--- src/sv/bsa_pkg.sv ---
package bsa_pkg;

    localparam int IDX_W   = 11;
    localparam int ACT_W   = 2;
    localparam int ST_W    = 2;
    localparam int TDATA_W = 16;

    localparam logic [ACT_W-1:0] ACT_ALLOC = 2'd0;
    localparam logic [ACT_W-1:0] ACT_FREE  = 2'd1;
    localparam logic [ACT_W-1:0] ACT_CHECK = 2'd2;

    localparam logic [ST_W-1:0] ST_OK            = 2'd0;
    localparam logic [ST_W-1:0] ST_FULL          = 2'd1;
    localparam logic [ST_W-1:0] ST_NOT_ALLOCATED = 2'd2;
    localparam logic [ST_W-1:0] ST_OUT_OF_RANGE  = 2'd3;

    localparam int DEF_MASK_BITS       = 64;
    localparam int DEF_WORDS_PER_BLOCK = 4;
    localparam int DEF_NUM_BLOCKS      = 8;

endpackage

--- src/sv/bsa_zscan.sv ---
module bsa_zscan #(
    parameter int MASK_BITS = bsa_pkg::DEF_MASK_BITS
) (
    input  logic                         i_clk,
    input  logic                         i_rst_n,
    input  logic                         i_start,
    input  logic [MASK_BITS-1:0]         i_word,
    output logic                         o_done,
    output logic [$clog2(MASK_BITS)-1:0] o_bit
);

    localparam int CHUNK = 16;
    localparam int CH_W  = $clog2(CHUNK);
    localparam int STEPS = (MASK_BITS + CHUNK - 1) / CHUNK;
    localparam int PW    = STEPS * CHUNK;
    localparam int BIT_W = $clog2(MASK_BITS);

    // inverted word: a one marks a free bit, padding above the word reads as taken
    logic [PW-1:0]    r_inv;
    logic [BIT_W-1:0] r_base;
    logic             r_busy;
    logic [CHUNK-1:0] chunk;
    logic [CH_W-1:0]  pos;
    logic             hit;

    always_comb begin
        chunk = r_inv[CHUNK-1:0];
        hit   = |chunk;
        pos   = '0;
        for (int i = CHUNK - 1; i >= 0; i--) begin
            if (chunk[i]) begin
                pos = CH_W'(i);
            end
        end
    end

    assign o_done = r_busy && hit;
    assign o_bit  = BIT_W'(r_base + pos);

    always_ff @(posedge i_clk) begin
        if (!i_rst_n) begin
            r_busy <= 1'b0;
        end else if (i_start) begin
            r_busy <= 1'b1;
        end else if (o_done) begin
            r_busy <= 1'b0;
        end
    end

    // advance one chunk per cycle until a free bit shows up
    always_ff @(posedge i_clk) begin
        if (i_start) begin
            r_inv  <= PW'(~i_word);
            r_base <= '0;
        end else if (r_busy && !hit) begin
            r_inv  <= r_inv >> CHUNK;
            r_base <= BIT_W'(r_base + CHUNK);
        end
    end

endmodule

--- src/sv/bitmap_slot_allocator.sv ---
// Steps from accept to registered result: allocate skips open blocks with no free word, reads
//   the first block with room word by word and searches the first non-full word for a zero,
//   else opens the next block or reports full; free/check divide, range test, read and test.
// One item at a time; the next beat can be taken in the cycle after the result is registered.
// Synchronous active-low reset clears the sequencer, open block count and output valid;
//   the bitmap and count memories are not swept: a block's words are written when it opens.
module bitmap_slot_allocator #(
    parameter int MASK_BITS       = bsa_pkg::DEF_MASK_BITS,
    parameter int WORDS_PER_BLOCK = bsa_pkg::DEF_WORDS_PER_BLOCK,
    parameter int NUM_BLOCKS      = bsa_pkg::DEF_NUM_BLOCKS
) (
    input  logic                         i_clk,
    input  logic                         i_rst_n,
    input  logic                         i_s_tvalid,
    output logic                         o_s_tready,
    input  logic [bsa_pkg::TDATA_W-1:0]  i_s_tdata,  // [10:0] slot_index
    input  logic [bsa_pkg::ACT_W-1:0]    i_s_tuser,  // [1:0] action
    output logic                         o_m_tvalid,
    input  logic                         i_m_tready,
    output logic [bsa_pkg::TDATA_W-1:0]  o_m_tdata,  // [10:0] result_index
    output logic [bsa_pkg::ST_W-1:0]     o_m_tuser   // [1:0] status
);

    localparam int IDX_W  = bsa_pkg::IDX_W;
    localparam int WORDS  = NUM_BLOCKS * WORDS_PER_BLOCK;
    localparam int WA_W   = (WORDS > 1) ? $clog2(WORDS) : 1;
    localparam int BA_W   = (NUM_BLOCKS > 1) ? $clog2(NUM_BLOCKS) : 1;
    localparam int BLK_W  = $clog2(NUM_BLOCKS + 1);
    localparam int CNT_W  = $clog2(WORDS_PER_BLOCK + 1);
    localparam int WSEL_W = (WORDS_PER_BLOCK > 1) ? $clog2(WORDS_PER_BLOCK) : 1;
    localparam int BIT_W  = $clog2(MASK_BITS);
    localparam int SPB    = WORDS_PER_BLOCK * MASK_BITS;
    // block = idx / SPB by reciprocal, exact for every 11-bit idx
    localparam int SH_B   = IDX_W + $clog2(SPB);
    localparam int R_B    = ((1 << SH_B) + SPB - 1) / SPB;
    localparam int RB_W   = IDX_W + 2;
    localparam int P1_W   = IDX_W + RB_W;
    // word = within / MASK_BITS by reciprocal, exact for within < 2**WI_W
    localparam int WI_W   = $clog2(SPB);
    localparam int SH_W   = WI_W + $clog2(MASK_BITS);
    localparam int R_W    = ((1 << SH_W) + MASK_BITS - 1) / MASK_BITS;
    localparam int RW_W   = WI_W + 2;
    localparam int P2_W   = WI_W + RW_W;

    typedef enum logic [3:0] {
        S_IDLE, S_ACNT, S_ATEST, S_WRD, S_WTEST, S_ZSCAN, S_OPEN,
        S_DIV1, S_DIV2, S_DIV3, S_DIV4, S_FRD, S_FTEST, S_RESP
    } t_state;

    t_state                    r_state;
    logic [bsa_pkg::ACT_W-1:0] r_act;
    logic [IDX_W-1:0]          r_idx;
    logic [BLK_W-1:0]          r_open;
    logic [BLK_W-1:0]          r_blk;
    logic [WSEL_W-1:0]         r_wsel;
    logic [WA_W-1:0]           r_word_addr;
    logic [BIT_W-1:0]          r_bit;
    logic [P1_W-1:0]           r_prod1;
    logic [P2_W-1:0]           r_prod2;
    logic [WI_W-1:0]           r_within;
    logic [IDX_W-1:0]          r_res_idx;
    logic [bsa_pkg::ST_W-1:0]  r_res_st;
    logic                      r_out_valid;
    logic [IDX_W-1:0]          r_out_idx;
    logic [bsa_pkg::ST_W-1:0]  r_out_st;

    logic [MASK_BITS-1:0]      occ_mem [WORDS];
    logic [MASK_BITS-1:0]      r_occ_q;
    logic [CNT_W-1:0]          cnt_mem [NUM_BLOCKS];
    logic [CNT_W-1:0]          r_cnt_q;

    logic                      occ_we;
    logic [MASK_BITS-1:0]      occ_wd;
    logic                      cnt_we;
    logic [CNT_W-1:0]          cnt_wd;
    logic                      zs_start;
    logic                      zs_done;
    logic [BIT_W-1:0]          zs_bit;
    logic [MASK_BITS-1:0]      zs_mask;
    logic [MASK_BITS-1:0]      f_mask;
    logic [MASK_BITS-1:0]      alloc_word;
    logic [IDX_W-1:0]          qb;
    logic [WSEL_W-1:0]         wq;

    assign o_s_tready = (r_state == S_IDLE);
    assign o_m_tvalid = r_out_valid;
    assign o_m_tdata  = bsa_pkg::TDATA_W'(r_out_idx);
    assign o_m_tuser  = r_out_st;

    assign zs_mask    = MASK_BITS'(1) << zs_bit;
    assign f_mask     = MASK_BITS'(1) << r_bit;
    assign alloc_word = r_occ_q | zs_mask;
    assign qb         = IDX_W'(r_prod1 >> SH_B);
    assign wq         = WSEL_W'(r_prod2 >> SH_W);

    bsa_zscan #(
        .MASK_BITS(MASK_BITS)
    ) u_zscan (
        .i_clk   (i_clk),
        .i_rst_n (i_rst_n),
        .i_start (zs_start),
        .i_word  (r_occ_q),
        .o_done  (zs_done),
        .o_bit   (zs_bit)
    );

    always_comb begin
        occ_we   = 1'b0;
        occ_wd   = '0;
        cnt_we   = 1'b0;
        cnt_wd   = '0;
        zs_start = 1'b0;
        case (r_state)
            S_OPEN: begin
                // slot 0 of the new block is taken at once
                occ_we = 1'b1;
                occ_wd = (r_wsel == '0) ? MASK_BITS'(1) : '0;
                cnt_we = (r_wsel == '0);
                cnt_wd = CNT_W'(WORDS_PER_BLOCK);
            end
            S_WTEST: begin
                zs_start = !(&r_occ_q);
            end
            S_ZSCAN: begin
                if (zs_done) begin
                    occ_we = 1'b1;
                    occ_wd = alloc_word;
                    cnt_we = &alloc_word;
                    cnt_wd = CNT_W'(r_cnt_q - 1'b1);
                end
            end
            S_FTEST: begin
                if (r_occ_q[r_bit] && r_act == bsa_pkg::ACT_FREE) begin
                    occ_we = 1'b1;
                    occ_wd = r_occ_q & ~f_mask;
                    cnt_we = &r_occ_q;
                    cnt_wd = CNT_W'(r_cnt_q + 1'b1);
                end
            end
            default: begin
            end
        endcase
    end

    always_ff @(posedge i_clk) begin
        if (occ_we) begin
            occ_mem[r_word_addr] <= occ_wd;
        end
        r_occ_q <= occ_mem[r_word_addr];
    end

    always_ff @(posedge i_clk) begin
        if (cnt_we) begin
            cnt_mem[r_blk[BA_W-1:0]] <= cnt_wd;
        end
        r_cnt_q <= cnt_mem[r_blk[BA_W-1:0]];
    end

    always_ff @(posedge i_clk) begin
        if (!i_rst_n) begin
            r_state     <= S_IDLE;
            r_open      <= '0;
            r_out_valid <= 1'b0;
        end else begin
            // the response step handles the output register itself
            if (r_out_valid && i_m_tready && r_state != S_RESP) begin
                r_out_valid <= 1'b0;
            end
            case (r_state)
                S_IDLE: begin
                    if (i_s_tvalid) begin
                        r_act     <= i_s_tuser;
                        r_idx     <= i_s_tdata[IDX_W-1:0];
                        r_res_idx <= i_s_tdata[IDX_W-1:0];
                        r_blk     <= '0;
                        case (i_s_tuser)
                            bsa_pkg::ACT_ALLOC: begin
                                r_state <= S_ACNT;
                            end
                            bsa_pkg::ACT_FREE, bsa_pkg::ACT_CHECK: begin
                                r_state <= S_DIV1;
                            end
                            default: begin
                                r_res_st <= bsa_pkg::ST_OUT_OF_RANGE;
                                r_state  <= S_RESP;
                            end
                        endcase
                    end
                end
                S_ACNT: begin
                    if (r_blk >= r_open) begin
                        if (r_open == BLK_W'(NUM_BLOCKS)) begin
                            r_res_idx <= '0;
                            r_res_st  <= bsa_pkg::ST_FULL;
                            r_state   <= S_RESP;
                        end else begin
                            r_wsel      <= '0;
                            r_word_addr <= WA_W'(r_blk * WORDS_PER_BLOCK);
                            r_state     <= S_OPEN;
                        end
                    end else begin
                        r_state <= S_ATEST;
                    end
                end
                S_ATEST: begin
                    // skip blocks with no free word
                    if (r_cnt_q == '0) begin
                        r_blk   <= BLK_W'(r_blk + 1'b1);
                        r_state <= S_ACNT;
                    end else begin
                        r_wsel      <= '0;
                        r_word_addr <= WA_W'(r_blk * WORDS_PER_BLOCK);
                        r_state     <= S_WRD;
                    end
                end
                S_WRD: begin
                    r_state <= S_WTEST;
                end
                S_WTEST: begin
                    if (&r_occ_q) begin
                        r_wsel      <= WSEL_W'(r_wsel + 1'b1);
                        r_word_addr <= WA_W'(r_word_addr + 1'b1);
                        r_state     <= S_WRD;
                    end else begin
                        r_state <= S_ZSCAN;
                    end
                end
                S_ZSCAN: begin
                    if (zs_done) begin
                        r_res_idx <= IDX_W'(r_blk * SPB + r_wsel * MASK_BITS + zs_bit);
                        r_res_st  <= bsa_pkg::ST_OK;
                        r_state   <= S_RESP;
                    end
                end
                S_OPEN: begin
                    r_wsel      <= WSEL_W'(r_wsel + 1'b1);
                    r_word_addr <= WA_W'(r_word_addr + 1'b1);
                    if (r_wsel == WSEL_W'(WORDS_PER_BLOCK - 1)) begin
                        r_open    <= BLK_W'(r_open + 1'b1);
                        r_res_idx <= IDX_W'(r_blk * SPB);
                        r_res_st  <= bsa_pkg::ST_OK;
                        r_state   <= S_RESP;
                    end
                end
                S_DIV1: begin
                    r_prod1 <= P1_W'(r_idx * R_B);
                    r_state <= S_DIV2;
                end
                S_DIV2: begin
                    if (qb >= IDX_W'(r_open)) begin
                        r_res_st <= bsa_pkg::ST_OUT_OF_RANGE;
                        r_state  <= S_RESP;
                    end else begin
                        r_blk    <= BLK_W'(qb);
                        r_within <= WI_W'(r_idx - IDX_W'(qb * SPB));
                        r_state  <= S_DIV3;
                    end
                end
                S_DIV3: begin
                    r_prod2 <= P2_W'(r_within * R_W);
                    r_state <= S_DIV4;
                end
                S_DIV4: begin
                    r_bit       <= BIT_W'(r_within - WI_W'(wq * MASK_BITS));
                    r_word_addr <= WA_W'(r_blk * WORDS_PER_BLOCK + wq);
                    r_state     <= S_FRD;
                end
                S_FRD: begin
                    r_state <= S_FTEST;
                end
                S_FTEST: begin
                    r_res_st <= r_occ_q[r_bit] ? bsa_pkg::ST_OK : bsa_pkg::ST_NOT_ALLOCATED;
                    r_state  <= S_RESP;
                end
                S_RESP: begin
                    if (!r_out_valid || i_m_tready) begin
                        r_out_valid <= 1'b1;
                        r_out_idx   <= r_res_idx;
                        r_out_st    <= r_res_st;
                        r_state     <= S_IDLE;
                    end
                end
                default: begin
                    r_state <= S_IDLE;
                end
            endcase
        end
    end

    a_open_bound: assert property (@(posedge i_clk) disable iff (!i_rst_n)
        r_open <= BLK_W'(NUM_BLOCKS))
        else $error("open block count beyond limit");

    a_full_all_open: assert property (@(posedge i_clk) disable iff (!i_rst_n)
        (o_m_tvalid && o_m_tuser == bsa_pkg::ST_FULL)
            |-> (r_open == BLK_W'(NUM_BLOCKS) && o_m_tdata == '0))
        else $error("full reported while a block is still unopened");

    a_scan_has_room: assert property (@(posedge i_clk) disable iff (!i_rst_n)
        zs_start |-> (r_state == S_WTEST && r_cnt_q != '0))
        else $error("zero search started in a block with no free word");

    a_alloc_count: assert property (@(posedge i_clk) disable iff (!i_rst_n)
        (r_state == S_ZSCAN && zs_done) |-> (r_cnt_q != '0 && r_blk < r_open))
        else $error("slot set in a full or unopened block");

    a_result_from_resp: assert property (@(posedge i_clk) disable iff (!i_rst_n)
        $rose(o_m_tvalid) |-> $past(r_state == S_RESP))
        else $error("result beat raised outside the response step");

endmodule

--- config.mk ---
export PLATFORM = sky130hd
export DESIGN_NAME = bitmap_slot_allocator
export DESIGN_NICKNAME = d
export VERILOG_FILES = /design/src/sv/bsa_pkg.sv /design/src/sv/bsa_zscan.sv /design/src/sv/bitmap_slot_allocator.sv
export SDC_FILE = /design/constraint.sdc
export NUM_CORES = 2
export LEC_CHECK = 0
export ABC_AREA = 1
export BUFFER_PORTS_ARGS = -buffer_cell sky130_fd_sc_hd__buf_2
export CORE_UTILIZATION = 68
export DETAILED_ROUTE_END_ITERATION = 12
export PLACE_DENSITY_LB_ADDON = 0.2
export SLEW_MARGIN = 20
export SYNTH_ARGS = -nofsm -noshare
export SYNTH_HDL_FRONTEND = slang
export SYNTH_SLANG_ARGS = --single-unit
--- constraint.sdc ---
create_clock -name i_clk -period 22.2 [get_ports i_clk]
set_input_delay 1.11 -clock i_clk [delete_from_list [all_inputs] [get_ports i_clk]]
set_output_delay 1.11 -clock i_clk [all_outputs]
set_load 0.1 [all_outputs]
==> results.cfg <==
[run_status]
status = completed

[place]
hpwl_mm = 127
dpl-instance-area_um2 = 91600
post-place-ws_ns = 16.95
gp_congestion = 0.991
numPortBuffers = 31

[clocking]
clk_pin_slew_worst_paths_ns = 0.06
cts_tree = built
postCtsSetupRepairBufs = 0
h-tree-depth = 4
clockRootBuffer = clkbuf_16
cts.sinks = 2284
postCtsHoldBufs = 0
clock_path_buffers = 3
cts_buffers = 213
cts_resized = 0
clk_latency_ns = 0.86

[drt]
wl_per_cell_um = 28.8
post_drt_via_cell_ratio = 6.94
via_count = 59600
remaining_drc_errors = 0
drt_iter0_drc = 10100
routed_wl_mm = 247
ant_nets = 0
firstDrtPassIters = 7

[logic_synthesis]
yosysWarnings = 0
netlist_instances = 6763
ys_seq_area_share_pct = 75.4
syn_area_per_cell_um2 = 13.3
synth_area_um2 = 89900
ys_async_sr_fraction_pct = 0
synth_ff_type = edfxtp_1
yosysUniqueCellTypes = 55
synth_edf_count = 2205
ys_ff_latch = 2284

[floorplan]
fp.dieW_um = 366
dieArea_um2 = 134000
core_um2 = 131000
ios = 42
initial_core_util_pct = 68.5
rows = 133
dieHeight_um = 366

[timing]
setup_ws_ns = 16.77
min_period_ns = 5.43
rsz0062_at_grt = no
relSlewSlack_pct = 18.5
finalCritPeriodShare_pct = 24.4
setup_tns_ns = 0
holdWs_ns = 0.421
clock.fmax_mhz = 184
hold_viol = 0
slew_violations = 0
setup_viol = 0
finClkSkew_ns = 0.0350
worst_slew_pin_slew_ns = 1.22

[power_and_ir_drop]
intPower_uw = 7370
p_leak_uw = 0.0284
p_comb_share_pct = 20.7
sw_frac_of_total_pct = 31.2
clkPwrFrac_pct = 32.4
powerDensity_nw_per_um2 = 109
pwr-share-seq_pct = 46.8
peakVddDrop_mv = 0.0954
power.switching_uw = 3350

[setup_path]
reg2reg_slack_ns = 16.77
start_kind = register
worst_setup_path_end_kind = register
required_ns = 22.68
crit_buf_inv = 3
max_stage_delay_ns = 0.66
path_class = reg2reg
crit_path_top_delay_cell = buf_4
crit_top_cell = nand3_1
crit_arrival_ns = 5.90
crit_family = simple AND/OR/NAND/NOR gates
path_cells = nor2_2 > inv_2 > o22ai_1 > a221oi_1 > nand2_1 > o311ai_0 > nand3_1 > nand3_1 > nand2_1 > nand3_1 > nand3_1 > nand2_1 > nor2_4 > buf_4 > buf_4
crit_path_max_fanout = 25

[worst_hold_path]
hold_path_class = reg2reg

[layout]
layout.nets = 6699
nFillCells = 7780
regArea_um2 = 67800
multi_input_area_um2 = 19800
syn2layout_area_growth_pct = 9.39
drive_gt1_share_pct = 8.40
finalInstanceArea_um2 = 98300

[job]
maxCapViolCount = 0

[global_route]
antenna_found_initial = 3
grt_pass1_wl_mm = 356
grt_max_degree = 248
track_usage_pct = 36.9
grt.overflow.total = 0
first_global_vias = 55700
==> layout make-up <==
| class | instances | area share (%) |
|---|---|---|
| Sequential cell | 2284 | 68.9 |
| Timing Repair Buffer | 148 | 1.13 |
| Antenna cell | 1 | 0.00254 |
| Clock buffer | 286 | 5.81 |
| Multi-Input combinational cell | 3817 | 20.2 |
| Tap cell | 1755 | 2.23 |
| Inverter | 192 | 0.809 |
| Clock inverter | 98 | 0.902 |
==> stage by stage <==
stage	instances	util (%)	total power (uW)
finish	8581	74.9	10700
floorplan	6767	-	6480
CTS	8578	74.8	10700
detailed placement	8194	69.8	7240
global placement	8194	69.8	7180
global route	8580	74.9	11100
==> metal layers <==
layer | part of all wire [%] | track usage, % | vias up
met2 | 46 | 55.9 | 4415
met4 | 4.7 | 16.5 | 0
met3 | 13 | 7.71 | 744
li1 | - | - | 25300
met1 | 37 | 52.3 | 29100
met5 | 0 | 0 | -
==> state kept, by name, summed over array words and instances, names as in the netlist, 4 cells and up <==
name           count
cnt_mem           24
occ_mem         2048
r_bit              6
r_blk              4
r_idx             11
r_occ_q           64
r_open             4
r_out_idx         11
r_res_idx         11
r_state            4
r_within           8
r_word_addr        5
u_zscan.r_inv     64
==> final timing paths <==
check / to / depth (start not counted) / from
setup reg to reg: occ_mem[13][8] / 15 / r_bit[1]
setup / recovery: occ_mem[13][8] / 15 / r_bit[1]
hold reg to reg: r_out_idx[3] / 0 / r_res_idx[3]
hold / removal: r_out_idx[3] / 0 / r_res_idx[3]
==> cell families (layout without fill, tap and decap cells) <==
group | Yosys count | in the layout | synth area share (%)
flip-flops | 2284 | 2284 | 75.4
XOR/XNOR | 3 | 3 | 0.0292
AO/OA/AOI/OAI | 2025 | 2025 | 13.5
AND/OR/NAND/NOR | 1763 | 1763 | 7.95
adder cells (fa/ha/maj) | 21 | 21 | 0.292
buffers and inverters | 666 | 724 | 2.84
other | 1 | 6 | 0.00417
==> cell usage after synthesis, types with 3 or more instances <==
library cell	number	area share [%]
edfxtp_1	2205	74
nor2_1	1133	4.7
o21ai_0	1128	6.3
o22ai_1	530	3.7
clkbuf_1	425	1.8
nand2_1	389	1.6
inv_1	177	0.74
a221oi_1	126	1.2
a22o_1	119	1.2
nand3_1	112	0.62
dfxtp_1	79	1.8
nand4_1	55	0.38
a32o_1	48	0.53
a21oi_1	30	0.17
buf_1	23	0.096
nor2_2	22	0.15
ha_1	21	0.29
buf_2	19	0.11
nor3_1	15	0.084
nor4_1	13	0.090
inv_2	10	0.042
o2111ai_1	9	0.088
buf_4	7	0.058
o211ai_1	7	0.058
clkinv_1	5	0.021
nand3_2	5	0.056
nand4_2	4	0.056
or2_2	4	0.028
o21bai_1	3	0.025
o311ai_0	3	0.029
==> layout by cell type, fill, tap and decap left out, drive strengths merged, types with 3 or more instances in the layout <==
cell type,synthesis,final
nand3,117,117
nor2,1157,1157
ha,21,21
a22o,119,119
a221oi,126,126
clkbuf,425,286
nor3,17,17
dfxtp,79,79
edfxtp,2205,2205
o2111ai,9,9
or2,5,5
clkinvlp,0,5
buf,49,148
conb,1,5
bufinv,0,10
a21oi,31,31
clkinv,5,81
a32o,48,48
o21ai,1133,1133
nand2,393,393
nor4,14,14
o22ai,530,530
nand4,59,59
a31oi,3,3
o311ai,3,3
o211ai,7,7
o21bai,4,4
inv,187,194
==> power groups by stage <==
stage                     combinational [uW]  sequential, uW  clock, uW
final                                   2220            5020       3480
after global routing                    2380            5020       3650
after detailed placement                2140            5100          0
after CTS                               2170            5010       3480
after floorplan                         1470            5010          0
after global placement                  2080            5090          0
Power figures use the tool's default switching activity.
